<file path="config.mk">
export PLATFORM = sky130hd
export DESIGN_NAME = tvbb_fifo
export DESIGN_NICKNAME = d
export VERILOG_FILES = /design/src/sv/tvbb_pkg.sv /design/src/sv/tvbb_fifo.sv
export SDC_FILE = /design/constraint.sdc
export NUM_CORES = 1
export LEC_CHECK = 0
export BUFFER_PORTS_ARGS = -buffer_cell sky130_fd_sc_hd__clkbuf_2
export CAP_MARGIN = 15
export CORE_MARGIN = 3
export CORE_UTILIZATION = 50
export CTS_CLUSTER_DIAMETER = 100
export CTS_CLUSTER_SIZE = 10
export DETAILED_ROUTE_END_ITERATION = 7
export GPL_TIMING_DRIVEN = 1
export HOLD_SLACK_MARGIN = 0.03
export MAX_ROUTING_LAYER = met4
export PLACE_DENSITY = 0.71
export SKIP_LAST_GASP = 1
export SYNTH_ARGS = -nofsm -noshare
export SYNTH_HDL_FRONTEND = slang
export SYNTH_SLANG_ARGS = --single-unit
</file>
<file path="constraint.sdc">
create_clock -name i_clk -period 5 [get_ports i_clk]
set_input_delay 1 -clock i_clk [delete_from_list [all_inputs] [get_ports i_clk]]
set_output_delay 1 -clock i_clk [all_outputs]
set_load 0.01 [all_outputs]
</file>
<file path="src/sv/tvbb_pkg.sv">
package tvbb_pkg;

    // One input item as it arrives on the input channel.
    typedef struct packed {
        logic signed [31:0] pos_x;
        logic signed [31:0] pos_y;
        logic signed [31:0] pos_z;
        logic               has_vertex;
        logic               last_item;
    } t_vtx_in;

    // One result item: the finished box of a mesh.
    typedef struct packed {
        logic signed [31:0] box_min_x;
        logic signed [31:0] box_min_y;
        logic signed [31:0] box_min_z;
        logic signed [31:0] box_max_x;
        logic signed [31:0] box_max_y;
        logic signed [31:0] box_max_z;
        logic               clipped;
    } t_box_out;

    // Control that travels down the transform pipeline beside the data.
    typedef struct packed {
        logic valid;
        logic has_vertex;
        logic last_item;
    } t_tag;

    // Queue status seen by the front end and the top level.
    typedef struct packed {
        logic full;
        logic empty;
    } t_q_stat;

    localparam int CFG_IDX_BITS  = 3;
    localparam int CFG_DATA_BITS = 64;
    localparam int NUM_REGS      = 6;

    typedef enum logic [CFG_IDX_BITS-1:0] {
        REG_ROW0_A = 3'd0,
        REG_ROW0_B = 3'd1,
        REG_ROW1_A = 3'd2,
        REG_ROW1_B = 3'd3,
        REG_ROW2_A = 3'd4,
        REG_ROW2_B = 3'd5
    } t_reg_idx;

    // Reset values give the identity transform.
    localparam logic [CFG_DATA_BITS-1:0] RST_ROW0_A = 64'h0001_0000_0000_0000;
    localparam logic [CFG_DATA_BITS-1:0] RST_ROW0_B = 64'h0000_0000_0000_0000;
    localparam logic [CFG_DATA_BITS-1:0] RST_ROW1_A = 64'h0000_0000_0001_0000;
    localparam logic [CFG_DATA_BITS-1:0] RST_ROW1_B = 64'h0000_0000_0000_0000;
    localparam logic [CFG_DATA_BITS-1:0] RST_ROW2_A = 64'h0000_0000_0000_0000;
    localparam logic [CFG_DATA_BITS-1:0] RST_ROW2_B = 64'h0001_0000_0000_0000;

    localparam int FIFO_DEPTH      = 4;
    localparam int FIFO_PTR_BITS   = 2;
    localparam int FIFO_COUNT_BITS = FIFO_PTR_BITS + 1;

endpackage

</file>
<file path="src/sv/tvbb_fifo.sv">
module tvbb_fifo
    import tvbb_pkg::*;
(
    input  logic    i_clk,
    input  logic    i_rst_n,
    input  logic    i_push,
    input  t_vtx_in i_push_data,
    input  logic    i_pop,
    output t_vtx_in o_pop_data,
    output t_q_stat o_stat
);

    t_vtx_in                    r_mem [FIFO_DEPTH];
    logic [FIFO_PTR_BITS-1:0]   r_wr_ptr;
    logic [FIFO_PTR_BITS-1:0]   r_rd_ptr;
    logic [FIFO_COUNT_BITS-1:0] r_count;

    assign o_stat.full  = (r_count == FIFO_COUNT_BITS'(FIFO_DEPTH));
    assign o_stat.empty = (r_count == '0);
    assign o_pop_data   = r_mem[r_rd_ptr];

    always_ff @(posedge i_clk) begin
        if (!i_rst_n) begin
            r_wr_ptr <= '0;
            r_rd_ptr <= '0;
            r_count  <= '0;
        end else begin
            if (i_push) begin
                r_wr_ptr <= r_wr_ptr + 1'b1;
            end
            if (i_pop) begin
                r_rd_ptr <= r_rd_ptr + 1'b1;
            end
            case ({i_push, i_pop})
                2'b10:   r_count <= r_count + 1'b1;
                2'b01:   r_count <= r_count - 1'b1;
                default: r_count <= r_count;
            endcase
        end
    end

    always_ff @(posedge i_clk) begin
        if (i_push) begin
            r_mem[r_wr_ptr] <= i_push_data;
        end
    end

endmodule

</file>
==> Word-level counts from Yosys, hierarchy flattened <==
Memory sizes are Yosys's and may differ from the RTL's. A register that Yosys moved wholly into a read port is not among the register bits.
Index checks and enable logic that the tools add are counted.
{ "word_totals": {"reg_bits": 7, "output_inout_bits": 100, "n_memories": 1, "ramBits": 392, "wordCells": 18, "inputBits": 102} }
{ "classes": {"n_reduce_logical": 2, "n_addsub": 4, "eq_ne": 3, "mux": 5} }
{ "mem_list": {"columns": ["name", "words", "word_bits", "read_ports", "rd_ports_with_merged_regs", "wr", "line_no", "source"], "rows": [
  ["r_mem", 4, 98, 1, 1, 1, "tvbb_fifo.sv:13", "t_vtx_in r_mem [FIFO_DEPTH];"]
]} }
{ "op_table": {"columns": ["op", "count"], "rows": [
  ["one-hot mux 3 bit (2 select lines)", 1],
  ["adder 2 x 1 -> 2 bit (second input constant)", 2],
  ["two-way mux 2 bit", 2],
  ["adder 3 x 1 -> 3 bit (second input constant)", 1],
  ["equality test 3 bit (second input constant)", 1],
  ["zero test 3 bit", 1],
  ["subtractor 3 x 1 -> 3 bit (second input constant)", 1],
  ["equality test 2 x 1 -> 1 bit (second input constant)", 1],
  ["equality test 2 bit (second input constant)", 1],
  ["two-way mux 1 bit", 2],
  ["nonzero test 2 bit", 1]
]} }

==> Depth between registers and ports, before layout <==
{ "depth": {"ltp_word": 3, "mapped_depth": 7, "depth_no_buf": 7} }

==> Worst setup path before layout <==
Ideal clock, no wire load.
{ "synth_timing": {"kind": "input port to flip-flop", "startpoint": "in i_push", "endpoint": "mem r_mem[0][0] (netlist name) (enable)", "setup_ns": 0.468, "path_buffers": 0, "t_arrival_ns": 3.264, "setup_slack_ns": 1.268, "path_stages": 1, "t_required_ns": 4.532, "path_cell_list": "and2_1"} }
{ "synth_between": {"elab_chain_len": 2} }
{ "synth_lines": {"columns": ["element", "line_no", "source"], "rows": [
  ["from (decl)", "tvbb_fifo.sv:6", "input logic i_push,"],
  ["two-way mux 1 bit", "tvbb_fifo.sv:43", "if (i_push) begin"],
  ["two-way mux 1 bit (not written as such)", "tvbb_fifo.sv:44", "r_mem[r_wr_ptr] <= i_push_data;"],
  ["to (decl)", "tvbb_fifo.sv:13", null]
]} }
Every way passes these cells.

==> results_dict.tcl <==
set metrics [dict create \
    row_count 61 \
    status "finished clean" \
    holdBufCountCts 0 \
    post_cts_buffers 0 \
    rr_startpoint "r_wr_ptr[0]$_SDFFE_PN0P_" \
    insertion_delay_ps 520 \
    critPathSlowestCell "dfxtp_4" \
    r2r_end "r_mem[2][72]$_DFFE_PP_" \
    root_buffer "clkbuf_16" \
    skew_ps 14.50 \
    drv_cap 0 \
    post-place-ws_ps 1897 \
    ir_drop_mv 0.2704 \
    muxShareOfSynthArea_pct 15.22 \
    overflow 0 \
    drt_iter0_markers 560 \
    hold_ws_ps 543.1 \
    setup_slack_ps 1475 \
    cts_tree "yes" \
    crit_family "flip-flops" \
    initial_core_util_pct 51.58 \
    hp-start "r_count[2]$_SDFFE_PN0P_" \
    antenna_found_initial 1 \
    cts_buffers 46 \
    num_vias 6612 \
    yosysSeqAreaShare_pct 82.05 \
    synth_xor_area_share_pct 0.3006 \
    vias_per_cell 5.542 \
    worst_pin_slew_ps 1108 \
    r2r_setup_slack_ps 2810 \
    finalSetupTns_ps 0 \
    async_reset_ff_share_pct 0 \
    ios 202 \
    synth_top_family_by_area "multiplexers" \
    dp.cells 1127 \
    die-area_mm2 0.03122 \
    die_h_um 176.7 \
    drive_above_1_share_pct 44.96 \
    min_delay_path_depth 2 \
    rsz0062_at_grt "false" \
    hpwl_mm 16.19 \
    fin_crit_sh_pct 70.50 \
    die_w_um 176.7 \
    design_area_mm2 0.01728 \
    synthFlopType "edfxtp_1" \
    totalWireLength_mm 27.13 \
    slew_headroom_pct 26.15 \
    detail-route-antenna-nets 0 \
    grt_pass1_wl_mm 42.08 \
    avgRoutedWirePerCell_um 22.74 \
    power.leakage_nw 5.855 \
    power_mw 7.441 \
    synthesis.nets 666 \
    cp_max_fo 32 \
    synth-simple-area-share_pct 0.6442 \
    synth.most_common_cell "edfxtp_1" \
    fin_nets 905 \
    reg2reg_depth 4 \
    drc 0 \
    synth_edf_count 392 \
    grt_pass1_vias 7336 \
    final_core_util_pct 61.21 \
    cp-end-kind "output pin" \
    ys_top_cells_by_area "edfxtp_1, mux4_2, dfxtp_1, and2_1, ha_1" \
    dpl_cell_area_mm2 0.01603 \
    yosys_warnings 0 \
    grt_use_total_pct 18.26 \
    yosys.area.top_type "edfxtp_1" \
    cts_resized 0 \
    ys_seq_elements 401 \
    start_kind "flop" \
    finalHoldViolCount 0 \
    cts_buffer_depth 3 \
    crit_required_ps 4000 \
    syn_area_mm2 0.01457 \
    netlist_instances 558 \
    max_freq_mhz 283.7 \
    drtPass1Iterations 4 \
    io_buffers 201 \
    crit_type "reg2out" \
    max_stage_delay_ps 770 \
    core_area_mm2 0.02824 \
    timing.final.crit_period_ps 3525 \
    critical_path_depth 3 \
    htreeDepth 2 \
    clk_pin_slew_ps 50 \
    cp.arrival_ps 2530 \
    min_path_type "reg2reg" \
    crit_path_cell_trace "buf_4 -> mux4_2 -> clkbuf_2" \
    synth_compound_area_share_pct 0.1203 \
    cp_num_buf_inv 2 \
    power_density_mw_per_mm2 430.5 \
    fin_cells 1193 \
    cts_sinks 401 \
    min_to "r_count[2]$_SDFFE_PN0P_" \
    synth_fa_ha_area_share_pct 0.5669 \
    routabilityCongestion 0.7350 \
    yosys-top-cells-count "edfxtp_1, mux4_2, buf_2" \
    synth.avg_cell_area_um2 26.10 \
    grt_max_degree 73 \
    synth_cell_types 21 \
    maxSlewViolCount 0 \
    finalSetupViolations 0 \
    area_growth_pct 18.66 \
    synth_top_area_share_pct 80.81 \
]
power by group:
group | leakage, nW | internal [mW] | switching (mW)
Clock | 0.607 | 1.70 | 1.15
Sequential | 3.68 | 3.87 | 0.0686
Combinational | 1.57 | 0.310 | 0.352
final cells by class:
| cell class | instances | area (um2) |
|---|---|---|
| Sequential cell | 401 | 11960 |
| Fill cell | 1951 | 10960 |
| Multi-Input combinational cell | 129 | 2465 |
| Clock buffer | 63 | 1236 |
| Timing Repair Buffer | 213 | 1109 |
| Tap cell | 378 | 473.0 |
| Inverter | 6 | 22.52 |
| Clock inverter | 2 | 17.52 |
| Antenna cell | 1 | 2.502 |
cell usage in the layout, fill, tap and decap left out:
cell type  instances
clkbuf_2         201
dfxtp_4            2
xnor2_1            2
mux2i_1            1
dfxtp_1            7
or3_1              1
clkbuf_16         47
nand2_1            2
buf_4             11
buf_12             1
and2_1             6
nor3_1             1
and3_1             1
edfxtp_1         392
fa_1               1
mux4_2            98
a21boi_0           1
and2_4             4
xor2_1             3
diode_2            1
inv_6              2
nor2b_1            1
o21ai_0            2
inv_1              6
clkbuf_1          16
ha_1               5
worst reg2reg max path, cell delays in order (launching register included):
cell and delay [ps]:
dfxtp_1 340, inv_1 100, ha_1 140, and2_4 890, buf_4 420
per-layer routing:
| layer | GRT usage (%) | share of wire, % |
|---|---|---|
| met3 | 3.411 | 5.6 |
| met2 | 30.45 | 53 |
| met1 | 23.29 | 39 |
| met5 | - | 0 |
| met4 | 5.466 | 2.4 |
flip-flops by register name (all words and copies together) (netlist names), named ones only:
register  count
r_count       3
r_mem       392
r_rd_ptr      2
r_wr_ptr      2
cells by family (layout without fill, tap and decap cells):
group / after synthesis / in the layout
flops: 401 / 401
mux: 99 / 99
buf+inv: 28 / 284
simple gates: 16 / 16
fa+ha+maj: 6 / 6
xor+xnor: 5 / 5
compound gates: 3 / 3
other cells: 0 / 1
worst max path at each step:
stage	to	slack (ps)
after CTS	o_pop_data[4]	1360
after global routing	o_pop_data[4]	1270
after global placement	o_pop_data[4]	1940
after detailed placement	o_pop_data[4]	1900
final	o_pop_data[95]	1470
after floorplan	r_mem[0][0]$_DFFE_PP_	1270
Power figures use the tool's default switching activity.
