File: src/sv/tvbb_pkg.sv
package tvbb_pkg;

    // One input item as it arrives on the input channel.
    typedef struct packed {
        logic signed [31:0] pos_x;
        logic signed [31:0] pos_y;
        logic signed [31:0] pos_z;
        logic               has_vertex;
        logic               last_item;
    } t_vtx_in;

    // One result item: the finished box of a mesh.
    typedef struct packed {
        logic signed [31:0] box_min_x;
        logic signed [31:0] box_min_y;
        logic signed [31:0] box_min_z;
        logic signed [31:0] box_max_x;
        logic signed [31:0] box_max_y;
        logic signed [31:0] box_max_z;
        logic               clipped;
    } t_box_out;

    // Control that travels down the transform pipeline beside the data.
    typedef struct packed {
        logic valid;
        logic has_vertex;
        logic last_item;
    } t_tag;

    // Queue status seen by the front end and the top level.
    typedef struct packed {
        logic full;
        logic empty;
    } t_q_stat;

    localparam int CFG_IDX_BITS  = 3;
    localparam int CFG_DATA_BITS = 64;
    localparam int NUM_REGS      = 6;

    typedef enum logic [CFG_IDX_BITS-1:0] {
        REG_ROW0_A = 3'd0,
        REG_ROW0_B = 3'd1,
        REG_ROW1_A = 3'd2,
        REG_ROW1_B = 3'd3,
        REG_ROW2_A = 3'd4,
        REG_ROW2_B = 3'd5
    } t_reg_idx;

    // Reset values give the identity transform.
    localparam logic [CFG_DATA_BITS-1:0] RST_ROW0_A = 64'h0001_0000_0000_0000;
    localparam logic [CFG_DATA_BITS-1:0] RST_ROW0_B = 64'h0000_0000_0000_0000;
    localparam logic [CFG_DATA_BITS-1:0] RST_ROW1_A = 64'h0000_0000_0001_0000;
    localparam logic [CFG_DATA_BITS-1:0] RST_ROW1_B = 64'h0000_0000_0000_0000;
    localparam logic [CFG_DATA_BITS-1:0] RST_ROW2_A = 64'h0000_0000_0000_0000;
    localparam logic [CFG_DATA_BITS-1:0] RST_ROW2_B = 64'h0001_0000_0000_0000;

    localparam int FIFO_DEPTH      = 4;
    localparam int FIFO_PTR_BITS   = 2;
    localparam int FIFO_COUNT_BITS = FIFO_PTR_BITS + 1;

endpackage

File: src/sv/tvbb_accum.sv
module tvbb_accum
    import tvbb_pkg::*;
#(
    parameter int COORD_BITS = 32
) (
    input  logic                         i_clk,
    input  logic                         i_rst_n,
    input  t_tag                         i_tag,
    input  logic signed [COORD_BITS-1:0] i_coord [3],
    input  logic                         i_sat,
    output logic                         o_adv,
    output logic                         o_out_valid,
    input  logic                         i_out_ready,
    output t_box_out                     o_out_data
);

    localparam logic signed [COORD_BITS-1:0] MAXV = {1'b0, {(COORD_BITS-1){1'b1}}};
    localparam logic signed [COORD_BITS-1:0] MINV = {1'b1, {(COORD_BITS-1){1'b0}}};

    logic signed [COORD_BITS-1:0] r_min [3];
    logic signed [COORD_BITS-1:0] r_max [3];
    logic                         r_seen;
    logic                         r_satd;
    logic                         r_out_valid;
    t_box_out                     r_out;

    logic signed [COORD_BITS-1:0] n_min [3];
    logic signed [COORD_BITS-1:0] n_max [3];
    logic                         n_seen;
    logic                         n_satd;
    logic                         w_take;
    logic                         w_vtx;
    t_box_out                     w_box;

    // Only a closing item has to wait for the output register to drain.
    assign o_adv  = !(i_tag.valid && i_tag.last_item && r_out_valid && !i_out_ready);
    assign w_take = i_tag.valid && o_adv;
    assign w_vtx  = i_tag.valid && i_tag.has_vertex;

    always_comb begin
        for (int a = 0; a < 3; a++) begin
            n_min[a] = (w_vtx && (i_coord[a] < r_min[a])) ? i_coord[a] : r_min[a];
            n_max[a] = (w_vtx && (i_coord[a] > r_max[a])) ? i_coord[a] : r_max[a];
        end
        n_seen = r_seen || w_vtx;
        n_satd = r_satd || (w_vtx && i_sat);
    end

    always_comb begin
        w_box = '0;
        if (n_seen) begin
            w_box.box_min_x = 32'(n_min[0]);
            w_box.box_min_y = 32'(n_min[1]);
            w_box.box_min_z = 32'(n_min[2]);
            w_box.box_max_x = 32'(n_max[0]);
            w_box.box_max_y = 32'(n_max[1]);
            w_box.box_max_z = 32'(n_max[2]);
        end
        w_box.clipped = n_satd;
    end

    always_ff @(posedge i_clk) begin
        if (!i_rst_n) begin
            for (int a = 0; a < 3; a++) begin
                r_min[a] <= MAXV;
                r_max[a] <= MINV;
            end
            r_seen      <= 1'b0;
            r_satd      <= 1'b0;
            r_out_valid <= 1'b0;
        end else begin
            if (w_take && i_tag.last_item) begin
                for (int a = 0; a < 3; a++) begin
                    r_min[a] <= MAXV;
                    r_max[a] <= MINV;
                end
                r_seen      <= 1'b0;
                r_satd      <= 1'b0;
                r_out_valid <= 1'b1;
            end else begin
                if (w_take) begin
                    r_min  <= n_min;
                    r_max  <= n_max;
                    r_seen <= n_seen;
                    r_satd <= n_satd;
                end
                if (i_out_ready) begin
                    r_out_valid <= 1'b0;
                end
            end
        end
    end

    always_ff @(posedge i_clk) begin
        if (w_take && i_tag.last_item) begin
            r_out <= w_box;
        end
    end

    assign o_out_valid = r_out_valid;
    assign o_out_data  = r_out;

endmodule

File: config.mk
export PLATFORM = sky130hd
export DESIGN_NAME = tvbb_accum
export DESIGN_NICKNAME = d
export VERILOG_FILES = /design/src/sv/tvbb_pkg.sv /design/src/sv/tvbb_accum.sv
export SDC_FILE = /design/constraint.sdc
export NUM_CORES = 1
export LEC_CHECK = 0
export BUFFER_PORTS_ARGS = -buffer_cell sky130_fd_sc_hd__clkbuf_2
export CORE_MARGIN = 4
export CORE_UTILIZATION = 53
export DETAILED_ROUTE_END_ITERATION = 6
export PLACE_DENSITY_LB_ADDON = 0.3
export SLEW_MARGIN = 20
export SYNTH_ARGS = -nofsm -noshare
export SYNTH_HDL_FRONTEND = slang
export SYNTH_SLANG_ARGS = --single-unit
export TNS_END_PERCENT = 5
File: constraint.sdc
create_clock -name i_clk -period 15.6 [get_ports i_clk]
set_input_delay 4.68 -clock i_clk [delete_from_list [all_inputs] [get_ports i_clk]]
set_output_delay 4.68 -clock i_clk [all_outputs]
set_load 0.03 [all_outputs]
# ---- After elaboration in Yosys (flattened, before gate mapping)
# Index checks and enable logic that the tools add are counted.
dict set report totals {
  reg_bits 388
  inputBits 103
  out_inout_bits 195
  word_cells 50
}
dict set report classes {
  n_lt_le_gt_ge 6
  muxes 8
  bitwise 1
  n_reduce_logical 19
}
# op n
set ops {}
lappend ops {{32-bit 2-to-1 mux} 6}
lappend ops {{32-bit greater-than comparator} 3}
lappend ops {{32-bit < comparator} 3}
lappend ops {{1-bit logical AND} 13}
lappend ops {{1-bit zero test} 2}
lappend ops {{1-bit logical OR} 2}
lappend ops {{1-bit 2-to-1 mux} 2}
lappend ops {{2-bit nonzero test} 1}
lappend ops {{2-bit OR reduction} 1}
lappend ops {{1-bit inverter} 1}

# ---- Longest topological paths before layout
# Gate-level depths: netlist of the first run.
dict set report depth {
  depth_word 7
  depth_mapped 11
  mapped_depth_nobuf 9
}

# ---- Worst setup path after synthesis of the first run
# Ideal clock, no wire load.
dict set report synth_timing {
  path_type {in2reg}
  from {in i_out_ready}
  to {reg r_min[32] (netlist bit)}
  setup_time_ns 0.072
  arrival_time_ns 14.801
  required_time_ns 15.528
  setup_slack_ns 0.727
  path_stages 8
  n_path_buf 3
  path_cell_list {nand2b_1 -> nor2b_1 -> nand2b_1 -> clkbuf_1 -> clkbuf_1 -> clkbuf_1 -> nor2_1 -> mux2i_1}
}
dict set report synth_via {
  elab_chain_cells 6
}
# element line_no
set synth_lines {}
lappend synth_lines {{from (decl)} tvbb_accum.sv:13} ;# input logic i_out_ready,
lappend synth_lines {{1-bit zero test *} tvbb_accum.sv:36} ;# assign o_adv = !(i_tag.valid && i_tag.last_item && r_out_valid && !i_out_ready);
lappend synth_lines {{1-bit logical AND *} tvbb_accum.sv:36}
lappend synth_lines {{1-bit zero test *} tvbb_accum.sv:36}
lappend synth_lines {{1-bit logical AND *} tvbb_accum.sv:37} ;# assign w_take = i_tag.valid && o_adv;
lappend synth_lines {{1-bit logical AND} tvbb_accum.sv:72} ;# if (w_take && i_tag.last_item) begin
lappend synth_lines {{2-bit OR reduction (no line)} n/a}
lappend synth_lines {{to (signal assigned)} tvbb_accum.sv:82} ;# r_min <= n_min;
lappend synth_lines {{to (decl)} tvbb_accum.sv:20} ;# logic signed [COORD_BITS-1:0] r_min [3];
# Mark *: on every way between the ends. The rest lies on a longest branch, timed or not.
# A chain may end at the register's enable or synchronous reset.

# ---- Final worst setup path of the first run
dict set report layout_timing {
  from {in i_out_ready}
  to {out o_adv}
}
dict set report layout_via {
  elab_chain_cells 3
}
# element line_no
set layout_lines {}
lappend layout_lines {{1-bit zero test} tvbb_accum.sv:36}
lappend layout_lines {{1-bit logical AND} tvbb_accum.sv:36}
lappend layout_lines {{1-bit zero test} tvbb_accum.sv:36}
lappend layout_lines {{to (decl)} tvbb_accum.sv:11} ;# output logic o_adv,
# No other way between the ends.

==> results of run 1 <==
[report_power, final]
part	internal, mW	total [mW]	switching [mW]
Clock	0.641	1.06	0.418
Combinational	0.129	0.389	0.260
Sequential	1.12	1.13	0.0177
[cell usage after synthesis (9+ instances only)]
master	number
nor2_1	239
inv_1	288
nor2b_1	9
nand4_1	37
ha_1	189
nand2_1	433
nor3_1	35
dfxtp_1	195
nand2b_1	13
a21oi_1	76
buf_2	22
buf_6	12
nand3_1	23
o211ai_1	37
o21ai_0	25
a21o_1	21
edfxtp_1	193
clkbuf_1	96
and3_1	65
mux2i_1	415
and4_1	9
[how the worst min path moves through the flow]
stage	startpoint	slack [ps]	end	cells after the start
final	r_seen	470	r_seen	2
after global routing	r_max[23]	490	r_max[23]	2
after CTS	r_max[70]	480	r_max[70]	2
after detailed placement	r_seen	460	r_seen	2
after global placement	r_seen	450	r_seen	2
after floorplan	r_seen	430	r_seen	2
[state kept, by name (all words and copies together), names as in the netlist]
signal	cells
r_max	96
o_out_valid	1
r_min	96
r_seen	1
r_satd	1
o_out_data	193
[critical path, delay by kind of cell]
kind | cells | cell delay [ps]
buf+inv | 2 | 260
simple gates | 2 | 480
[area by class of cell]
type | count | area (um2)
Clock buffer | 59 | 1209
Tap cell | 585 | 732.0
Clock inverter | 20 | 249.0
Inverter | 288 | 1081
Multi-Input combinational cell | 1674 | 11690
Fill cell | 3627 | 16640
Timing Repair Buffer | 320 | 1679
Sequential cell | 388 | 9699
[logic make-up after synthesis]
family / Yosys count / share of synthesized area (%)
buffers and inverters: 424 / 7.528
muxes: 421 / 18.42
adders and majority gates: 189 / 10.28
and+or+nand+nor: 874 / 16.25
AOI/OAI and AO/OA: 190 / 5.358
DFF: 388 / 42.16
[placed cells by master (no fill, tap or decap), types with 6 or more instances in the layout]
cell,Yosys,routed
o211ai_1,37,37
clkbuf_2,0,297
dfxtp_1,195,195
a21oi_1,76,76
mux2i_4,0,7
nor2_1,239,239
edfxtp_1,193,193
and4_1,9,7
bufinv_16,0,6
nand3_1,23,23
and3_1,65,65
nand2b_1,13,11
nand2_1,433,433
buf_4,6,20
clkbuf_1,96,11
a21o_1,21,21
inv_1,288,288
ha_1,189,188
mux2i_1,415,414
nand4_1,37,37
nor3_1,35,35
o21ai_0,25,25
clkbuf_16,0,45
clkinv_2,0,9
nor2b_1,9,7
[routing by layer]
metal	routed length [um]	part of all wire (%)	up-vias
li1	-	-	8916
met1	24510	42	8813
met2	27960	48	541
met3	3716	6.4	113
met4	1572	2.7	2
met5	20	0.035	-
==> results.tsv, run 1 <==
metric	value	unit
outcome	complete, no violations	
power consumption	2.582	mW
# rows	76	
io pins	298	
post-route DRC violation count	0	
placed cell area	24850	um2
Resized Gates After CTS	0	
Finished Cell Area	26340	um2
worst-margin pin slew	1090	ps
Final WS setup	5493	ps
die width	216.3	um
H-Tree Level Count	2	
Post-DP HPWL	39410	um
fin util	61.28	%
end of the critical path	o_adv	
DP Cell Count	3254	
total track usage	24.32	%
worst hold path type	reg -> reg	
Syn-to-layout area delta	14.50	%
top post-synthesis cells by area	edfxtp_1 (25%), mux2i_1 (18%), dfxtp_1 (17%), ha_1 (10%), nand2_1 (7.1%)	
Gate Count Post-Synth	2486	
Syn Area/Cell	9.253	um2
Post-DRT Antenna Nets	0	
Initial Util	53.52	%
initial antenna violation count	1	
capturing point of the worst reg2reg path	o_out_data[74]	
critical path class	in -> out	
crit-path max cell delay	330	ps
global route total overflow	0	
post-synth top area share	25.19	%
WP data arrival	5430	ps
layer with the highest usage	met2	
setup violators final	0	
EDFF count, synth	193	
slowest cell on the critical path	or2_2	
Clock Skews	17.78	ps
critical path required time	10920	ps
ant diodes	0	
die height	216.3	um
crit path capture type	primary output	
Clock Sinks	388	
Max Freq	0.09894	GHz
Worst-path clk slew	60	ps
detailed-route wire length	57780	um
die area	46800	um2
M2 GR Usage	42.17	%
maxcap violations	0	
crit-path max FO	3	
PortBufs	297	
Hold Vio Cnt, Final	0	
met1 usage	31.36	%
M3 GR Usage	4.150	%
Setup Slack @ Placement	5495	ps
vias in the first global route	18360	
postcts setup bufs	0	
Root Driver	clkbuf_16	
asr flop ratio synth	0	%
Longest Clk Path Bufs	3	
GP Congestion	0.8581	
Seq/Total Area, Yosys	42.16	%
Unique masters post-synth	43	
critical path startpoint category	input port	
Crit path top cell by count	clkbuf_2	
non-filler cells, final	3334	
Vias/cell	5.514	
syn_nets	2778	
worst vdd ir	73.88	uV
ys flop type	dfxtp_1	
max-slew violations	0	
cell depth of the worst flop-to-flop path	10	
drt first-iter violations	1181	
Pwr per Cell Area	98.04	nW/um2
cell leakage power	12.31	nW
Core Area	42980	um2
Syn. warnings	0	
Nets	3007	
Crit. Startpoint	i_out_ready	
cell taking the most area after synthesis	edfxtp_1	
Register-to-Register Setup Slack	11650	ps
flops & latches, synth	388	
fin crit period	10110	ps
Pre-antenna DRT Iters	5	
setup_tns	0	ps
mapped cell area	23000	um2
first-pass GRT wire length	93500	um
reg-to-reg startpoint	r_max[94]	
Cell Chain, Critical Path	clkbuf_2 > nand2b_1 > or2_2 > clkbuf_2	
drt wl/cell	17.33	um
hold_ws	469.0	ps
Clk Latency, worst-skew pair	570	ps
proportion of layout cells with a drive suffix above 1	14.73	%
relative slew slack	27.33	%
Num CTS Buffers	43	
largest net degree at the start of global routing	133	
CTS tree	done	
CTS Hold Bufs	0	
Vias	18390	
RSZ-0062 raised after global routing	false	
Final Cycle Share	64.79	%
(Power assumes the default switching activity.)
==> run 2, diff against run 1 <==
ABC_AREA = 1   (was default)
clock period = 9.4 ns   (was 15.6 ns; I/O delays follow)
==> results.tsv, run 2 <==
metric	value	unit	change
leading cell types in the layout, fill and taps excluded	nand2_1 (537), inv_1 (424), a21oi_1 (377), clkbuf_2 (297), nand4_1 (199)		
setup violators final	0		unchanged
Pwr per Cell Area	181.1	nW/um2	+85%
power consumption	4.493	mW	+74%
Finished Cell Area	24810	um2	-5.8%
EDFF count, synth	193		unchanged
Register-to-Register Setup Slack	5400	ps	-6250 ps
Syn-to-layout area delta	14.73	%	
drt first-iter violations	1897		+61%
cell leakage power	12.43	nW	+1.0%
Crit path top cell by count	clkbuf_2		
total track usage	26.43	%	+2.1 points
largest net degree at the start of global routing	195		+47%
commonest non-fill, non-tap cell in the layout	nand2_1		
Post-DRT Antenna Nets	0		unchanged
relative slew slack	26.42	%	-0.91 points
fin crit period	6704	ps	
Pre-antenna DRT Iters	5		unchanged
first-pass GRT wire length	97140	um	+3.9%
Clk Latency, worst-skew pair	560	ps	about the same
crit-path max FO	4		+1
worst-margin pin slew	1104	ps	+13.66 ps
M3 GR Usage	4.822	%	+0.67 points
register area	9699	um2	unchanged
Seq/Total Area, Yosys	44.85	%	+2.7 points
Initial Util	54.06	%	+0.54 points
H-Tree Level Count	2		unchanged
Vias/cell	5.655		+2.6%
io pins	298		unchanged
global route total overflow	0		unchanged
Gate Count Post-Synth	2728		+9.7%
Unique masters post-synth	28		-35%
detailed-route wire length	60630	um	+4.9%
vias in the first global route	19720		+7.5%
Longest Clk Path Bufs	3		unchanged
syn_nets	3020		+8.7%
PortBufs	297		unchanged
delay-heaviest family, CP	simple AND/OR/NAND/NOR gates		
Cell Chain, Critical Path	clkbuf_2 > nor2_1 > nand3_1 > clkbuf_2		
CTS Hold Bufs	0		unchanged
die area	44100	um2	-5.8%
critical path startpoint category	input port		
maxcap violations	0		unchanged
Clock Sinks	388		unchanged
Vias	19790		+7.6%
postcts setup bufs	0		unchanged
crit-path max cell delay	380	ps	+50 ps
M2 GR Usage	45.01	%	+2.8 points
post-route DRC violation count	0		unchanged
RSZ-0062 raised after global routing	false		
WP data arrival	3880	ps	-1550 ps
crit path capture type	primary output		
layer with the highest usage	met2		
fin util	62.03	%	+0.75 points
count leader, synth	nand2_1		
met1 usage	33.90	%	+2.5 points
synth cell count leaders	nand2_1 (538), inv_1 (424), a21oi_1 (378)		
drt wl/cell	17.33	um	about the same
Max Freq	0.1492	GHz	
proportion of layout cells with a drive suffix above 1	14.27	%	-0.47 points
Final WS setup	2696	ps	-2797 ps
die height	210.0	um	-2.9%
area of the multi-input gates	9739	um2	-17%
outcome	complete, no violations		
worst hold path type	reg -> reg		
critical path required time	6580	ps	-4340 ps
setup_tns	0	ps	unchanged
Syn Area/Cell	7.928	um2	-14%
max-slew violations	0		unchanged
Num CTS Buffers	44		+2.3%
flops & latches, synth	388		unchanged
Setup Slack @ Placement	2678	ps	-2817 ps
post-synth top area share	26.80	%	+1.6 points
GP Congestion	0.8737		+1.8%
worst vdd ir	121.6	uV	+65%
Nets	3230		+7.4%
Resized Gates After CTS	0		unchanged
Hold Vio Cnt, Final	0		unchanged
Core Area	40010	um2	-6.9%
Root Driver	clkbuf_16		
initial antenna violation count	2		+1
asr flop ratio synth	0	%	unchanged
Clock Skews	13.86	ps	-3.923 ps
Layout fillers	3470		-4.3%
Post-DP HPWL	38880	um	-1.3%
Worst Path Buf+Inv	2		unchanged
critical path class	in -> out		
Largest register FFs	193		unchanged
Worst-path clk slew	60	ps	about the same
slowest cell on the critical path	nor2_1		
mapped cell area	21630	um2	-6.0%
placed cell area	23400	um2	-5.8%
die width	210.0	um	-2.9%
cell taking the most area after synthesis	edfxtp_1		
Final Cycle Share	71.32	%	
ys flop type	dfxtp_1		
CTS tree	done		
# rows	73		-3.9%
top post-synthesis cells by area	edfxtp_1 (27%), dfxtp_1 (18%), ha_1 (11%), nand2_1 (9.3%), a21oi_1 (8.7%)		
Syn. warnings	0		unchanged
[run 2: cells by family after synthesis]
group	count (synthesis)	synth area share, %
buffers and inverters	585	10.41
adder cells (fa/ha/maj)	189	10.93
AND/OR/NAND/NOR	1054	21.86
AO/OA/AOI/OAI	512	11.95
flip-flops	388	44.85
[run 2: layer usage]
metal / up-vias / routed length [um]
met5: - / 0
met4: 0 / 1632
met3: 108 / 4735
met2: 814 / 29010
met1: 9272 / 25250
li1: 9593 / -
[run 2: tightest hold or removal path, cell delays in order (launching register included)]
cell and delay, ps:
dfxtp_1 300, inv_1 50, a211oi_1 60
[run 2: path summary, 6_finish.rpt]
kind,cells after the start,endpoint,from
worst max-delay path,4,o_adv,i_out_ready
worst min-delay path,2,r_satd,r_satd
worst min register to register,2,r_satd,r_satd
worst max register to register,9,r_max[44],o_out_valid
[run 2: layout make-up]
class,instances,area share (%)
diodes,2,0.02017
repair buffers,320,6.837
inverters,429,6.505
flip-flops and latches,388,39.09
clock buffers,62,4.957
multi-input cells,1755,39.25
clock inverters,18,0.6958
well taps,525,2.647
[run 2: power by group]
part | total, mW | internal [mW] | switching [mW]
sequential | 1.94 | 1.89 | 0.0489
clock | 1.69 | 0.994 | 0.696
combinational | 0.861 | 0.250 | 0.611
[run 2: through the flow]
step / hold WS, ps / std cells
2_1_floorplan: 431.8 / 2728
3_3_place_gp: 448.7 / 3417
3_5_place_dp: 450.7 / 3417
4_1_cts: 460.7 / 3497
5_1_grt: 496.3 / 3499
6_report: 459.6 / 3499
==> run 3, diff against run 2 <==
ABC_AREA = 0   (was 1)
clock period = 6.58 ns   (was 9.4 ns; I/O delays follow)
==> results.tsv, run 3 (synthesis results as in run 1) <==
metric	value	unit	change
outcome	complete, no violations		
max-slew violations	0		unchanged
Resized Gates After CTS	0		unchanged
Longest Clk Path Bufs	3		unchanged
worst hold path endpoint	r_seen		
hold_ws	470.9	ps	+11.37 ps
relative slew slack	28.39	%	+2.0 points
Vias	18370		-7.1%
post-route DRC violation count	0		unchanged
reg-to-reg startpoint	r_min[63]		
GP Congestion	0.8799		+0.71%
detailed-route wire length	58840	um	-3.0%
Max Freq	0.2081	GHz	
critical path class	in -> reg		
maxcap violations	0		unchanged
cell leakage power	12.32	nW	-0.96%
RSZ-0062 raised after global routing	false		
proportion of layout cells with a drive suffix above 1	14.80	%	+0.53 points
total track usage	24.33	%	-2.1 points
fin crit period	4805	ps	
Clock power frac	39.8	%	+2.2 points
Post-DP HPWL	41560	um	+6.9%
Post-DRT Antenna Nets	0		unchanged
Num CTS Buffers	44		unchanged
PortBufs	297		unchanged
leading cell types in the layout, fill and taps excluded	nand2_1 (433), mux2i_1 (414), clkbuf_2 (297), inv_1 (288), nor2_1 (239)		
worst hold path type	reg -> reg		
CTS tree	done		
HP Start	r_seen		
Vias/cell	5.496		-2.8%
Largest register FFs	193		unchanged
Psw	1.662	mW	+23%
Root Driver	clkbuf_16		
worst-margin pin slew	1074	ps	-29.59 ps
Hold Vio Cnt, Final	0		unchanged
Syn-to-layout area delta	14.69	%	about the same
Nets	3015		-6.7%
crit path capture type	flop		
Int Power	4.366	mW	+39%
initial antenna violation count	3		+1
postcts setup bufs	0		unchanged
Sw Ratio	27.58	%	-2.6 points
crit-path max FO	132		+128
die area	46800	um2	+6.1%
setup_tns	0	ps	unchanged
drt wl/cell	17.60	um	+1.6%
Hold Crit Depth	2		unchanged
commonest non-fill, non-tap cell in the layout	nand2_1		
cell depth of the worst flop-to-flop path	9		unchanged
Setup Slack @ Placement	1242	ps	-1436 ps
critical path required time	7070	ps	+490 ps
critical path startpoint category	input port		
Initial Util	53.52	%	-0.54 points
drt first-iter violations	1447		-24%
die width	216.3	um	+3.0%
Core Area	42980	um2	+7.4%
Layout fillers	3632		+4.7%
Pwr per Cell Area	228.5	nW/um2	+26%
combinational group share of total power	15.5	%	-3.7 points
Clock Skews	22.59	ps	+8.736 ps
CTS Hold Bufs	0		unchanged
largest net degree at the start of global routing	133		-32%
io pins	298		unchanged
setup violators final	0		unchanged
worst vdd ir	158.7	uV	+30%
die height	216.3	um	+3.0%
capturing point of the worst reg2reg path	r_min[42]		
Worst-path clk slew	60	ps	about the same
vias in the first global route	18020		-8.7%
Clk Latency, worst-skew pair	570	ps	about the same
# rows	76		+4.1%
global route total overflow	0		unchanged
WP data arrival	5290	ps	+1410 ps
Reg power frac	44.6	%	+1.4 points
Pre-antenna DRT Iters	7		+2
Register-to-Register Setup Slack	2920	ps	-2480 ps
H-Tree Level Count	2		unchanged
first-pass GRT wire length	93290	um	-4.0%
Final Cycle Share	73.03	%	
Clock Sinks	388		unchanged
Final WS setup	1775	ps	-920.9 ps
-- run 3: cell count changes in the layout (fill, tap and decap cells not counted), moves of 65 or more --
cell     previous run  this run
mux2i_1             0       414
a21oi_1           377        76
nand3_1           118        23
nand4_1           199        37
nor2_1            154       239
inv_1             424       288
nand2_1           537       433
and3_1              0        65
-- run 3: cell type report --
cell class | instances | area [um2] | share of cell area [%]
clock buffers | 61 | 1216 | 4.610
well taps | 585 | 732.0 | 2.774
inverters | 288 | 1081 | 4.098
diodes | 1 | 2.502 | 0.009485
multi-input cells | 1674 | 11690 | 44.30
clock inverters | 19 | 168.9 | 0.6402
repair buffers | 327 | 1794 | 6.801
flip-flops and latches | 388 | 9699 | 36.76
-- run 3: worst max-delay path, cell delays in order --
cell and delay, ps:
clkbuf_2 150, ha_4 1020, nand4_1 290, o41ai_1 530, a2111oi_2 80, buf_4 300, mux2i_4 390, buf_4 310
mux2i_1 230
-- run 3: how the worst max path moves through the flow --
| stage | start | end | slack [ps] | cells past startpoint |
|---|---|---|---|---|
| after global placement | i_coord[31] | o_out_data[5] | 1360 | 10 |
| after detailed placement | i_coord[63] | r_min[42] | 1240 | 9 |
| after floorplan | i_out_ready | r_min[32] | 360 | 8 |
| after global routing | i_coord[63] | r_min[42] | 1560 | 9 |
| after CTS | i_tag[2] | o_adv | 1790 | 4 |
| final | i_coord[63] | r_min[42] | 1770 | 9 |
-- run 3: layer usage --
metal	track usage [%]	vias up	share of wire (%)
met1	32.28	8776	44
met2	40.92	550	47
met5	0	-	0.048
met3	4.052	111	6.3
met4	7.787	4	2.8
li1	-	8933	-
-- run 3: power by group through the flow --
stage	Combinational [mW]	Clock [mW]	Sequential, mW
after floorplan	0.515	0	2.86
after global placement	0.903	0	2.74
after detailed placement	0.930	0	2.74
after CTS	0.935	2.45	2.69
after global routing	1.02	2.54	2.70
final	0.936	2.40	2.69
-- run 3: stage by stage --
stage	instances	cell area, um2	power, mW	utilization, %
3_5_place_dp	3261	24970	3.671	58.09
6_report	3343	26380	6.029	61.38
4_1_cts	3341	26350	6.074	61.31
3_3_place_gp	3261	24970	3.642	58.09
2_1_floorplan	2486	23010	3.378	-
5_1_grt	3343	26380	6.261	61.38
