===== src/sv/tvbb_pkg.sv =====
package tvbb_pkg;

    // One input item as it arrives on the input channel.
    typedef struct packed {
        logic signed [31:0] pos_x;
        logic signed [31:0] pos_y;
        logic signed [31:0] pos_z;
        logic               has_vertex;
        logic               last_item;
    } t_vtx_in;

    // One result item: the finished box of a mesh.
    typedef struct packed {
        logic signed [31:0] box_min_x;
        logic signed [31:0] box_min_y;
        logic signed [31:0] box_min_z;
        logic signed [31:0] box_max_x;
        logic signed [31:0] box_max_y;
        logic signed [31:0] box_max_z;
        logic               clipped;
    } t_box_out;

    // Control that travels down the transform pipeline beside the data.
    typedef struct packed {
        logic valid;
        logic has_vertex;
        logic last_item;
    } t_tag;

    // Queue status seen by the front end and the top level.
    typedef struct packed {
        logic full;
        logic empty;
    } t_q_stat;

    localparam int CFG_IDX_BITS  = 3;
    localparam int CFG_DATA_BITS = 64;
    localparam int NUM_REGS      = 6;

    typedef enum logic [CFG_IDX_BITS-1:0] {
        REG_ROW0_A = 3'd0,
        REG_ROW0_B = 3'd1,
        REG_ROW1_A = 3'd2,
        REG_ROW1_B = 3'd3,
        REG_ROW2_A = 3'd4,
        REG_ROW2_B = 3'd5
    } t_reg_idx;

    // Reset values give the identity transform.
    localparam logic [CFG_DATA_BITS-1:0] RST_ROW0_A = 64'h0001_0000_0000_0000;
    localparam logic [CFG_DATA_BITS-1:0] RST_ROW0_B = 64'h0000_0000_0000_0000;
    localparam logic [CFG_DATA_BITS-1:0] RST_ROW1_A = 64'h0000_0000_0001_0000;
    localparam logic [CFG_DATA_BITS-1:0] RST_ROW1_B = 64'h0000_0000_0000_0000;
    localparam logic [CFG_DATA_BITS-1:0] RST_ROW2_A = 64'h0000_0000_0000_0000;
    localparam logic [CFG_DATA_BITS-1:0] RST_ROW2_B = 64'h0001_0000_0000_0000;

    localparam int FIFO_DEPTH      = 4;
    localparam int FIFO_PTR_BITS   = 2;
    localparam int FIFO_COUNT_BITS = FIFO_PTR_BITS + 1;

endpackage


===== src/sv/tvbb_front.sv =====
module tvbb_front
    import tvbb_pkg::*;
(
    input  logic    i_clk,
    input  logic    i_rst_n,
    input  logic    i_in_valid,
    output logic    o_in_ready,
    input  t_vtx_in i_in_data,
    input  t_q_stat i_q_stat,
    output logic    o_push,
    output t_vtx_in o_push_data
);

    logic    r_valid;
    t_vtx_in r_item;
    logic    w_accept;
    logic    w_useful;

    assign o_in_ready = !r_valid || !i_q_stat.full;
    assign w_accept   = i_in_valid && o_in_ready;
    // An item with no vertex that does not close the mesh changes nothing.
    assign w_useful   = i_in_data.has_vertex || i_in_data.last_item;

    assign o_push      = r_valid && !i_q_stat.full;
    assign o_push_data = r_item;

    always_ff @(posedge i_clk) begin
        if (!i_rst_n) begin
            r_valid <= 1'b0;
        end else if (w_accept) begin
            r_valid <= w_useful;
        end else if (o_push) begin
            r_valid <= 1'b0;
        end
    end

    always_ff @(posedge i_clk) begin
        if (w_accept) begin
            r_item <= i_in_data;
        end
    end

endmodule


===== config.mk =====
export PLATFORM = sky130hd
export DESIGN_NAME = tvbb_front
export DESIGN_NICKNAME = d
export VERILOG_FILES = /design/src/sv/tvbb_pkg.sv /design/src/sv/tvbb_front.sv
export SDC_FILE = /design/constraint.sdc
export NUM_CORES = 1
export LEC_CHECK = 0
export CELL_PAD_IN_SITES_DETAIL_PLACEMENT = 1
export CELL_PAD_IN_SITES_GLOBAL_PLACEMENT = 2
export CORE_AREA = 4 4 92 94
export DETAILED_ROUTE_END_ITERATION = 7
export DIE_AREA = 0 0 96 98
export DONT_BUFFER_PORTS = 1
export HOLD_SLACK_MARGIN = 0.15
export PLACE_DENSITY_LB_ADDON = 0.1
export REMOVE_ABC_BUFFERS = 1
export SLEW_MARGIN = 20
export SYNTH_ARGS = -nofsm -noshare
export SYNTH_HDL_FRONTEND = slang
export SYNTH_SLANG_ARGS = --single-unit

===== constraint.sdc =====
create_clock -name i_clk -period 4.05 [get_ports i_clk]
set_clock_uncertainty 0.05 [all_clocks]
set_input_delay 0.81 -clock i_clk [delete_from_list [all_inputs] [get_ports i_clk]]
set_output_delay 0.81 -clock i_clk [all_outputs]
set_load 0.005 [all_outputs]

=== Word-level counts from Yosys, hierarchy flattened ===
Cells that the tools add are included.

* Register bits after elaboration: 99
* Logic and storage cells: 15
* Output and inout bits: 100

* Reductions and logical operators: 7
* Multiplexer cells: 2

{| class="wikitable"
|+ Operator list
! cell !! number
|-
| $logic_and A1 B1 Y1 || 2
|-
| $logic_not A1 Y1 || 2
|-
| $logic_or A1 B1 Y1 || 2
|-
| $mux W1 || 2
|-
| $reduce_bool A2 Y1 || 1
|}

=== Logic depth before layout (Yosys ltp) ===
Gate-level depths: netlist of the first run.

* Word-level depth: 4
* Mapped depth: 2

=== Worst setup path before layout of the first run ===
No wires, ideal clock.

* Kind: input-to-reg
* Start point: input port i_q_stat[1] (netlist bit)
* End point: register r_item, in the netlist o_push_data[0], enable pin
* Cell stages on the path: 2
* Arrival: 3.163 ns
* Slack: 0.370 ns
* Library setup time: 0.467 ns
* Path through: nand2_2 > and2_1

* Cells in the longest elaborated chain, start to end: 3

{| class="wikitable"
|+ Ends and longest elaborated chain
! what !! line !! source
|-
| start, declared || tvbb_front.sv:9 || <nowiki>input t_q_stat i_q_stat,</nowiki>
|-
| $logic_not A1 Y1 || tvbb_front.sv:19 || <nowiki>assign o_in_ready = !r_valid || !i_q_stat.full;</nowiki>
|-
| $logic_or A1 B1 Y1 || tvbb_front.sv:19 ||
|-
| $logic_and A1 B1 Y1 || tvbb_front.sv:20 || <nowiki>assign w_accept = i_in_valid && o_in_ready;</nowiki>
|-
| named net w_accept || tvbb_front.sv:16 || <nowiki>logic w_accept;</nowiki>
|-
| end signal, assigned || tvbb_front.sv:39 || <nowiki>r_item <= i_in_data;</nowiki>
|-
| end, declared || tvbb_front.sv:15 || <nowiki>t_vtx_in r_item;</nowiki>
|}

The timed path passes the listed nets, and every way through them passes these cells.
A chain may end at the register's enable or synchronous reset.

=== Final worst setup path of the first run ===
* Start point: input port i_q_stat[1] (netlist bit)
* End point: output port o_push

* Cells in the longest elaborated chain, start to end: 2

{| class="wikitable"
|+ Ends and longest elaborated chain
! what !! line !! source
|-
| $logic_not A1 Y1 || tvbb_front.sv:24 || <nowiki>assign o_push = r_valid && !i_q_stat.full;</nowiki>
|-
| $logic_and A1 B1 Y1 || tvbb_front.sv:24 ||
|-
| end, declared || tvbb_front.sv:10 || <nowiki>output logic o_push,</nowiki>
|}

Every way passes these cells.

==> parameters.txt, run 1 <==
Parameter                              Value

Placement
  IO buf count ... 0
  Pre-CTS setup slack ... 1.71 ns
  DP Area ... 3130 um^2
  GPL Wtd Cong ... 0.640
  Instance count after placement with tap cells included ... 206

CTS
  Number of buffers between clock root and the deepest sink ... 2
  Count of buffers added by post-CTS timing repair for setup ... 0
  Total CTS buffers ... 9
  Root Buffer ... clkbuf_8
  Clock slew at the register clock pins of the worst setup and hold paths ... 0.08 ns
  Insertion delay of the later-clocked pin in the worst-skew pair ... 0.34 ns
  Number of instances resized during post-cts repair ... 0
  H-Tree Level Count ... 3
  Clock sinks ... 99
  Number of hold-repair buffers added at the cts stage ... 0
  TritonCTS clock tree ... built

Power
  Power Dens Cells ... 573 nW/um^2
  Clock group share of total power ... 0.345
  Internal Power ... ~1600 uW
  Sw power ... 372 uW
  Worst VDD drop ... 0.206 mV
  Switching power share of the total ... 0.193
  Combinational power share ... 0.015
  Leak pwr ... 0.00109 uW
  Portion of total power attributed to sequential cells ... 0.640

Finish
  Post-route design area ... 3370 um^2
  Share of layout cells above drive strength 1 ... 0.150
  Non-filler cells in the finished layout ... 222
  Number of nets in the finished design ... between 200 and 250
  Number of antenna cells inserted ... 0
  Sequential cell area ... 2960 um^2
  Area of the multi-input gates ... 36.3 um^2
  FILL cells ... between 600 and 700
  Relative area change from synthesis to final layout ... 12.4%

Setup path
  Arrival time at the worst endpoint ... 1.02 ns
  Highest cell delay on the worst timing path ... about 0.21 ns
  Largest delay share family, worst path ... simple AND/OR/NAND/NOR gates
  Slowest library cell on the worst path ... and2b_2
  Worst-path cell chain ... and2b_2
  Crit path launch type ... primary input
  Critical Path Fanout Max ... 2
  Class of the most critical setup path ... primary input to primary output
  Data required time at the worst endpoint ... 3.19 ns
  CP Buf/Inv Count ... 0
  Endpoint kind of the worst setup timing path ... primary output

Timing
  Tcrit/Tclk final ... 0.464
  Worst-case setup margin in the final layout ... 2.17 ns
  Max-slew violation count ... 0
  Min Clock Period, post-route ... ~1.9 ns
  Max frequency ... 532 MHz
  Max-slew headroom ... 0.681
  RSZ-0062 raised after global routing ... false
  Final count of negative-setup-slack endpoints ... 0
  Transition time at the pin with the least slew margin ... about 0.48 ns
  Total negative slack for setup checks ... 0 ns
  Number of endpoints with negative hold slack in the final report ... 0
  Fin Hold WS ... 0.457 ns

Routing
  Number of antenna-violating nets in the routed design ... 0
  TritonRoute pass-1 iters ... 4
  DRC violations left ... 0
  Via density ... roughly 5
  Vias ... between 1k and 1.5k
  Routed WL ... 5.72 mm
  Average wire per standard cell ... 25.8 um
  First-iteration detailed-routing DRC count ... slightly above 80

Yosys
  Total number of yosys warnings ... 0
  Sequential-to-total area share from yosys stat ... 0.989
  Cell area after technology mapping ... 3000 um^2
  Mean area per synthesized cell ... 28.8 um^2
  Number of different library cells in the post-synthesis netlist ... 7
  Seq cells post-synth ... 99
  Syn Inst Count ... 104

Floorplanning
  DIE AREA ... 9410 um^2
  Vertical extent of the die ... 98 um
  Effective utilization at floorplan ... 0.392
  Placeable Area ... 7650 um^2
  Die X-Extent ... 96 um
  # IOs ... 203
  Cell row count ... 32

Run
  Number of maximum-capacitance violations ... 0

Global routing
  Combined global-route utilization of all metal layers ... 0.119
  Initial antenna violation count ... 1
  GRT Max-Usage Layer ... met2
  Total overflow reported by the global router ... 0
  Largest net degree at the start of global routing ... 99
  Met2 Use GR ... 0.202
  Global-route wire length before repair ... ~7.7 mm
  Global-route met3 utilization ... 0.0924
  GRT met1 Usage ... 0.105
  Via count of the first global-routing pass ... 1,212

Status
  Result of the run ... complete, no violations

Hold path
  Type of the worst min-delay path ... flip-flop to flip-flop
## area by class of cell
type	count	area share
Clock buffer	10	0.0379
Clock inverter	5	0.0256
Multi-Input combinational cell	5	0.0108
Sequential cell	99	0.880
Tap cell	102	0.0379
Timing Repair Buffer	1	0.00817
## power groups by stage
stage                     clock network, uW  logic, uW  registers [uW]
after floorplan                           0       19.5            1250
after global placement                    0       24.8            1260
after detailed placement                  0       26.4            1260
after CTS                               688       26.5            1240
after global routing                    747       33.2            1240
final                                   665       29.8            1230
## cells by family (layout without fill, tap and decap cells)
group           count (synthesis)  in the layout  share of synthesized area
flops                          99             99                      0.989
simple gates                    3              3                    0.00710
compound gates                  2              2                    0.00417
buf+inv                         0             16                          0
## worst paths after layout
| check | startpoint | depth (start not counted) | end | slack [ns] |
|---|---|---|---|---|
| max | i_q_stat[1] | 1 | o_push | 2.17 |
| min | r_valid | 2 | r_valid | 0.46 |
| max reg2reg | r_valid | 3 | o_push_data[66] | 2.45 |
| min reg2reg | r_valid | 2 | r_valid | 0.46 |
## metal layers
| metal | vias up | wire length, um |
|---|---|---|
| met3 | 8 | 826 |
| met4 | 2 | 47 |
| met5 | - | 13 |
| met1 | 517 | 1730 |
| li1 | 443 | - |
| met2 | 115 | 3110 |
## placed cells by master, fill, tap and decap left out, drive strengths merged
cell type / count
edfxtp: 98
clkbuf: 10
inv: 2
bufinv: 2
and2b: 1
nand2: 1
and2: 1
o21ai: 1
a21boi: 1
clkinv: 1
buf: 1
dfxtp: 1
## Yosys cell counts (all sizes together)
cell    instances  area, um^2
o21ai           1        5.00
edfxtp         98        2940
nand2           1        6.26
dfxtp           1        20.0
a21boi          1        7.51
and2            1        6.26
and2b           1        8.76
## flip-flops by register name, summed over array words and instances, names as in the netlist
name and cells:
o_push_data 98, r_valid 1
## metrics by stage
stage          power (uW)   util
2_1_floorplan        1270      -
3_5_place_dp         1290  0.409
3_3_place_gp         1290  0.409
4_1_cts              1950  0.437
5_1_grt              2020  0.440
6_report             1930  0.440
No activity file was read; power rests on OpenSTA's default activity.
==> inputs of run 2 (changes only) <==
- ABC_AREA: not set -> 1
- clock period: 4.05 -> 1.76 ns (I/O delays scaled with it)
==> run 2 against run 1 <==
Net effect:
- count of clock-buffer cells in the layout decreased by 1
- worst hold slack gained 0.0074 ns
- utilization rose by 13 points
- synthesized cell count is 1.9% higher
- design area rose by 30%
- combinational power grew to 8.7 times the previous value
- total power up 140%
- global-route usage is 2.4 points higher
- largest cell class unchanged
- highest routed layer is now met4
==> parameters.txt, run 2 <==
Parameter                              Value

Routing
  Routed WL ... 6.95 mm (+21%)
  Average wire per standard cell ... 21.3 um (-17%)
  Number of antenna-violating nets in the routed design ... 0 (unchanged)
  Vias ... 1,477 (+36%)
  DRC violations left ... 0 (unchanged)
  First-iteration detailed-routing DRC count ... 47 (-43%)
  Via density ... 4.53 (-7.3%)
  TritonRoute pass-1 iters ... 3 (-1)

Yosys
  Post-synthesis adder-cell area fraction ... 0 (unchanged)
  Number of synthesized flops with an enable pin ... 98 (unchanged)
  Commonest cells in the netlist ... 98 x edfxtp_1, 2 x inv_1
  Biggest area contributors in the synthesized netlist ... edfxtp_1 98%, dfxtp_1 0.67%, a21oi_2 0.29%
  Mean area per synthesized cell ... 28.3 um^2 (-1.8%)
  Top flip-flop cell by instance count after synthesis ... edfxtp_1
  Post-synth top area share ... 0.981 (-0.00123)
  Dominant combinational cell family by area after synthesis ... simple AND/OR/NAND/NOR gates
  Cell area after technology mapping ... 3000 um^2 (+0.13%)
  Syn Inst Count ... 106 (+1.9%)
  Total number of yosys warnings ... 0 (unchanged)
  Number of different library cells in the post-synthesis netlist ... 8 (+1)
  Proportion of synthesized flip-flops having asynchronous set or reset ... 0 (unchanged)
  Sequential-to-total area share from yosys stat ... 0.987 (-0.00124)
  Most numerous cell in the Yosys netlist ... edfxtp_1
  Cell type contributing the most total cell area after synthesis ... edfxtp_1
  Mux contribution to synthesized area ... 0 (unchanged)
  Synth Area in Compound Gates ... 0.00459 (+0.000412)
  Simple-Gate Fraction of Synth Area ... 0.00542 (-0.00168)
  Seq cells post-synth ... 99 (unchanged)
  XOR/XNOR share of the synthesized area ... 0 (unchanged)

Placement
  GPL Wtd Cong ... 0.738 (+15%)
  IO buf count ... 0 (unchanged)
  Pre-CTS setup slack ... 0.427 ns (-1.28 ns)

Timing
  Final count of negative-setup-slack endpoints ... 0 (unchanged)
  Max frequency ... ~670 MHz
  Max-slew headroom ... 0.789 (+0.109)
  Min Clock Period, post-route ... between 1.5 and 2 ns
  RSZ-0062 raised after global routing ... false
  Transition time at the pin with the least slew margin ... 0.316 ns (-0.163 ns)
  Max-slew violation count ... 0 (unchanged)
  Tcrit/Tclk final ... 0.854
  Number of endpoints with negative hold slack in the final report ... 0 (unchanged)
  Worst-case setup margin in the final layout ... 0.257 ns (-1.91 ns)

Global routing
  GRT met1 Usage ... 0.126 (+0.0218)
  Global-route wire length before repair ... 9.49 mm (+23%)
  Met2 Use GR ... 0.261 (+0.0595)
  GRT Max-Usage Layer ... met2
  Total overflow reported by the global router ... 0 (unchanged)
  Global-route met3 utilization ... 0.0786 (-0.0139)
  Largest net degree at the start of global routing ... 63 (-36%)
  Combined global-route utilization of all metal layers ... 0.143 (+0.0239)
  Initial antenna violation count ... 0 (-1)
  Via count of the first global-routing pass ... 1,700 (+40%)

Setup path
  FF-to-FF setup slack ... 0.45 ns (-2.00 ns)
  Endpoint kind of the worst setup timing path ... flip-flop
  Crit path from ... i_in_data[1]
  Class of the most critical setup path ... primary input to flip-flop
  Arrival time at the worst endpoint ... 1.69 ns (+0.67 ns)
  Critical Path Fanout Max ... 2 (unchanged)
  Crit path launch type ... primary input
  Data required time at the worst endpoint ... 1.95 ns (-1.24 ns)
  Critical register-to-register path startpoint ... r_valid

Status
  Result of the run ... complete, no violations

Finish
  Most common cell after layout, fill and taps aside ... dlygate4sd3_1
  Number of nets in the finished design ... 322 (+47%)
  Relative area change from synthesis to final layout ... 45.6%
  Most frequent cells in the layout ... 100 x dlygate4sd3_1, 98 x edfxtp_1, 9 x clkbuf_8
  Max reg flops ... 98 (unchanged)
  Number of antenna cells inserted ... 0 (unchanged)
  Share of layout cells above drive strength 1 ... 0.0938 (-0.0562)
  FILL cells ... 658 (-4.9%)

CTS
  Number of instances resized during post-cts repair ... 0 (unchanged)
  Total CTS buffers ... 9 (unchanged)
  Clock sinks ... 99 (unchanged)
  Insertion delay of the later-clocked pin in the worst-skew pair ... 0.35 ns (about the same)
  TritonCTS clock tree ... built
  Number of buffers between clock root and the deepest sink ... 2 (unchanged)
  H-Tree Level Count ... 3 (unchanged)
  Clock slew at the register clock pins of the worst setup and hold paths ... 0.09 ns (about the same)
  Root Buffer ... clkbuf_8

Floorplanning
  Placeable Area ... 7650 um^2 (unchanged)
  Die X-Extent ... 96 um (unchanged)
  Effective utilization at floorplan ... 0.392 (+0.000491)
  DIE AREA ... 9410 um^2 (unchanged)
  Vertical extent of the die ... 98 um (unchanged)
  # IOs ... 203 (unchanged)
  Cell row count ... 32 (unchanged)

Hold path
  Type of the worst min-delay path ... primary input to flip-flop
  Startpoint of the worst hold path ... i_in_valid

Power
  Worst VDD drop ... 0.419 mV (+100%)
  Total power consumption of the routed design ... 4530 uW (+140%)
  Power Dens Cells ... 1040 nW/um^2 (+81%)
  Leak pwr ... 0.00152 uW (+38%)

Run
  Number of maximum-capacitance violations ... 0 (unchanged)
==> run 2: cell types whose count changed in the layout (fill, tap and decap cells not counted), moves of 2 or more <==
cell / change
buf_12: +2
clkinv_2: +2
inv_1: +2
dlygate4sd3_1: +100
==> run 2: path summary, 6_finish.rpt <==
check,to,cells past startpoint
max,r_valid,4
min,o_push_data[74],2
max reg2reg,o_push_data[86],3
min reg2reg,o_push_data[74],3
==> run 2: per-layer routing <==
metal | vias to the layer above | part of all wire
li1 | 650 | -
met1 | 707 | 0.33
met2 | 115 | 0.56
met3 | 5 | 0.099
met4 | 0 | 0.0091
met5 | - | 0
==> run 2: layout make-up <==
| class | instances | area, um^2 | share of cell area |
|---|---|---|---|
| flip-flops and latches | 99 | 2960 | 0.678 |
| repair buffers | 102 | 1040 | 0.238 |
| clock inverters | 7 | 73.8 | 0.0169 |
| clock buffers | 9 | 124 | 0.0284 |
| multi-input cells | 5 | 32.5 | 0.00745 |
| well taps | 102 | 128 | 0.0292 |
| inverters | 2 | 7.51 | 0.00172 |
==> run 2: repair_timing <==
item                                   in CTS  in global routing
setup buffers                               0                  0
hold buffers                              100                  0
endpoints found under the hold margin      99                  0
==> run 2: metrics by stage <==
stage | util | hold WS (ns) | std cells | instance area (um^2) | setup TNS [ns]
after CTS | 0.571 | 0.462 | 326 | 4370 | 0
after global routing | 0.571 | 0.445 | 326 | 4370 | 0
after global placement | 0.415 | 0.401 | 210 | 3170 | 0
after floorplan | - | 0.401 | 106 | 3000 | -144.81
final | 0.571 | 0.464 | 326 | 4370 | 0
after detailed placement | 0.415 | 0.401 | 210 | 3170 | 0
==> run 2: cells by family after synthesis <==
group / Yosys count
buf+inv: 2
simple gates: 3
flops: 99
compound gates: 2
==> run 2: power breakdown <==
group,internal (uW),switching (uW)
clock,665,765
combinational,164,96.2
sequential,2760,82.1
==> run 2: worst max-delay path: stages <==
cell           delay [ns]
dlygate4sd3_1        0.57
o21ai_1              0.16
a21oi_2              0.06
dlygate4sd3_1        0.55
==> inputs of run 3 (changes only) <==
- CELL_PAD_IN_SITES_DETAIL_PLACEMENT: 1 -> 2
==> run 3 against run 2 <==
Net effect:
- global-route usage rose by 4.3 points
- critical path depth is the same
- count of clock-buffer cells in the layout did not move
- via count rose by 2.6%
- first-iteration DRC count rose by 60%
- combinational power increased by 4%
- non-clock buffer count did not move
- register-to-register slack got worse by 0.03 ns
- design area is 0.14% lower
- largest cell class unchanged
==> parameters.txt, run 3 (synthesized netlist as in run 2, its figures left out) <==
Parameter                              Value

Status
  Result of the run ... complete, no violations

Placement
  DP Area ... 3170 um^2 (unchanged)
  IO buf count ... 0 (unchanged)
  Post-detail-place hpwl ... 5.00 mm
  GPL Wtd Cong ... 0.738 (unchanged)

Power
  Power Dens Cells ... 1040 nW/um^2 (+0.53%)
  Worst VDD drop ... 0.464 mV (+11%)
  Leak pwr ... 0.00151 uW (-0.46%)

Timing
  Number of endpoints with negative hold slack in the final report ... 0 (unchanged)
  Final count of negative-setup-slack endpoints ... 0 (unchanged)
  Transition time at the pin with the least slew margin ... 0.337 ns (+0.0209 ns)
  Tcrit/Tclk final ... 0.901 (+0.0467)
  RSZ-0062 raised after global routing ... false
  Max-slew headroom ... 0.776 (-0.0139)
  Total negative slack for setup checks ... 0 ns (unchanged)
  Fin Hold WS ... 0.473 ns (+0.00885 ns)
  Max-slew violation count ... 0 (unchanged)
  Max frequency ... 631 MHz (-5.2%)
  Min Clock Period, post-route ... 1.59 ns (+0.0822 ns)

Global routing
  Initial antenna violation count ... 0 (unchanged)
  Via count of the first global-routing pass ... 1,727 (+1.6%)
  Total overflow reported by the global router ... 0 (unchanged)
  Largest net degree at the start of global routing ... 63 (unchanged)
  Global-route wire length before repair ... 12.1 mm (+27%)
  Combined global-route utilization of all metal layers ... 0.186 (+0.0435)

Setup path
  Critical Path Fanout Max ... 2 (unchanged)
  Highest cell delay on the worst timing path ... 0.57 ns (about the same)
  Most numerous cell on the critical path ... dlygate4sd3_1
  Arrival time at the worst endpoint ... 1.77 ns (+0.08 ns)
  Worst-path cell chain ... dlygate4sd3_1 -> o21ai_1 -> a21oi_2 -> dlygate4sd3_1
  CP Buf/Inv Count ... 2 (unchanged)
  Data required time at the worst endpoint ... 1.94 ns (about the same)
  Slowest library cell on the worst path ... dlygate4sd3_1
  Endpoint kind of the worst setup timing path ... flip-flop
  Largest delay share family, worst path ... buffers and inverters
  Class of the most critical setup path ... primary input to flip-flop
  Crit path launch type ... primary input

CTS
  Clock sinks ... 99 (unchanged)
  TritonCTS clock tree ... built
  Total CTS buffers ... 9 (unchanged)
  Root Buffer ... clkbuf_8
  Count of buffers added by post-CTS timing repair for setup ... 0 (unchanged)
  Number of instances resized during post-cts repair ... 0 (unchanged)
  Number of hold-repair buffers added at the cts stage ... 100 (unchanged)
  H-Tree Level Count ... 3 (unchanged)
  Insertion delay of the later-clocked pin in the worst-skew pair ... 0.34 ns (about the same)
  Number of buffers between clock root and the deepest sink ... 2 (unchanged)
  Clock slew at the register clock pins of the worst setup and hold paths ... 0.10 ns (about the same)

Finish
  Share of layout cells above drive strength 1 ... 0.0893 (-0.00446)
  Number of nets in the finished design ... 322 (unchanged)
  Number of antenna cells inserted ... 0 (unchanged)
  Most common cell after layout, fill and taps aside ... dlygate4sd3_1
  FILL cells ... 617 (-6.2%)
  Max reg flops ... 98 (unchanged)
  Relative area change from synthesis to final layout ... 45.4%
  Final cell utilization of the core ... 0.571 (-0.000818)
  Most frequent cells in the layout ... 100 x dlygate4sd3_1, 98 x edfxtp_1, 9 x clkbuf_8
  Post-route design area ... 4360 um^2 (-0.14%)

Routing
  Routed WL ... 8.73 mm (+26%)
  First-iteration detailed-routing DRC count ... 75 (+60%)
  Vias ... 1,515 (+2.6%)
  TritonRoute pass-1 iters ... 4 (+1)
  DRC violations left ... 0 (unchanged)
  Average wire per standard cell ... 26.8 um (+26%)
  Number of antenna-violating nets in the routed design ... 0 (unchanged)
  Via density ... 4.65 (+2.6%)

Floorplanning
  Die X-Extent ... 96 um (unchanged)
  DIE AREA ... 9410 um^2 (unchanged)
  Cell row count ... 32 (unchanged)
  Placeable Area ... 7650 um^2 (unchanged)
  Vertical extent of the die ... 98 um (unchanged)
  Effective utilization at floorplan ... 0.392 (unchanged)
  # IOs ... 203 (unchanged)

Hold path
  Type of the worst min-delay path ... primary input to flip-flop

Run
  Number of maximum-capacitance violations ... 0 (unchanged)
run 3: cell types whose count changed in the layout (fill, tap and decap cells not counted):
cell,delta
inv_6,-1
clkinvlp_4,+1
clkinv_1,+1
clkinv_4,-1
run 3: final cells by class:
class                   count  area, um^2  area share
clock buffers               9         124      0.0284
clock inverters             7        67.6      0.0155
inverters                   2        7.51     0.00172
multi-input cells           5        32.5     0.00746
flip-flops and latches     99        2960       0.679
well taps                 102         128      0.0293
repair buffers            102        1040       0.239
run 3: worst register-to-register path, delay by kind of cell (launching register included):
kind                   cells  cell delay (ns)
buffers and inverters      1             0.31
and+or+nand+nor            2             0.30
DFF                        1             0.34
run 3: routing by layer:
metal	wire length (um)	track usage
met5	0	0
met3	878	0.0778
met1	2900	0.183
met4	209	0.0832
met2	4740	0.332
run 3: worst paths after layout:
kind	from	endpoint	slack, ns	cells past startpoint
setup / recovery	i_in_data[1]	r_valid	0.17	4
hold / removal	i_in_valid	o_push_data[70]	0.47	2
setup reg to reg	r_valid	o_push_data[50]	0.42	3
hold reg to reg	r_valid	o_push_data[70]	0.94	3
run 3: per-stage QoR:
step | cells | worst slack [ns] | power [uW]
4_1_cts | 326 | 0.274 | 4560
5_1_grt | 326 | 0.157 | 4740
2_1_floorplan | 106 | -1.48 | 2920
6_report | 326 | 0.175 | 4550
3_3_place_gp | 210 | 0.450 | 2970
3_5_place_dp | 210 | 0.418 | 2980
run 3: report_power, final:
group | switching [uW] | internal (uW)
combinational | 106 | 165
sequential | 89.6 | 2760
clock | 776 | 653
total | 971 | 3580
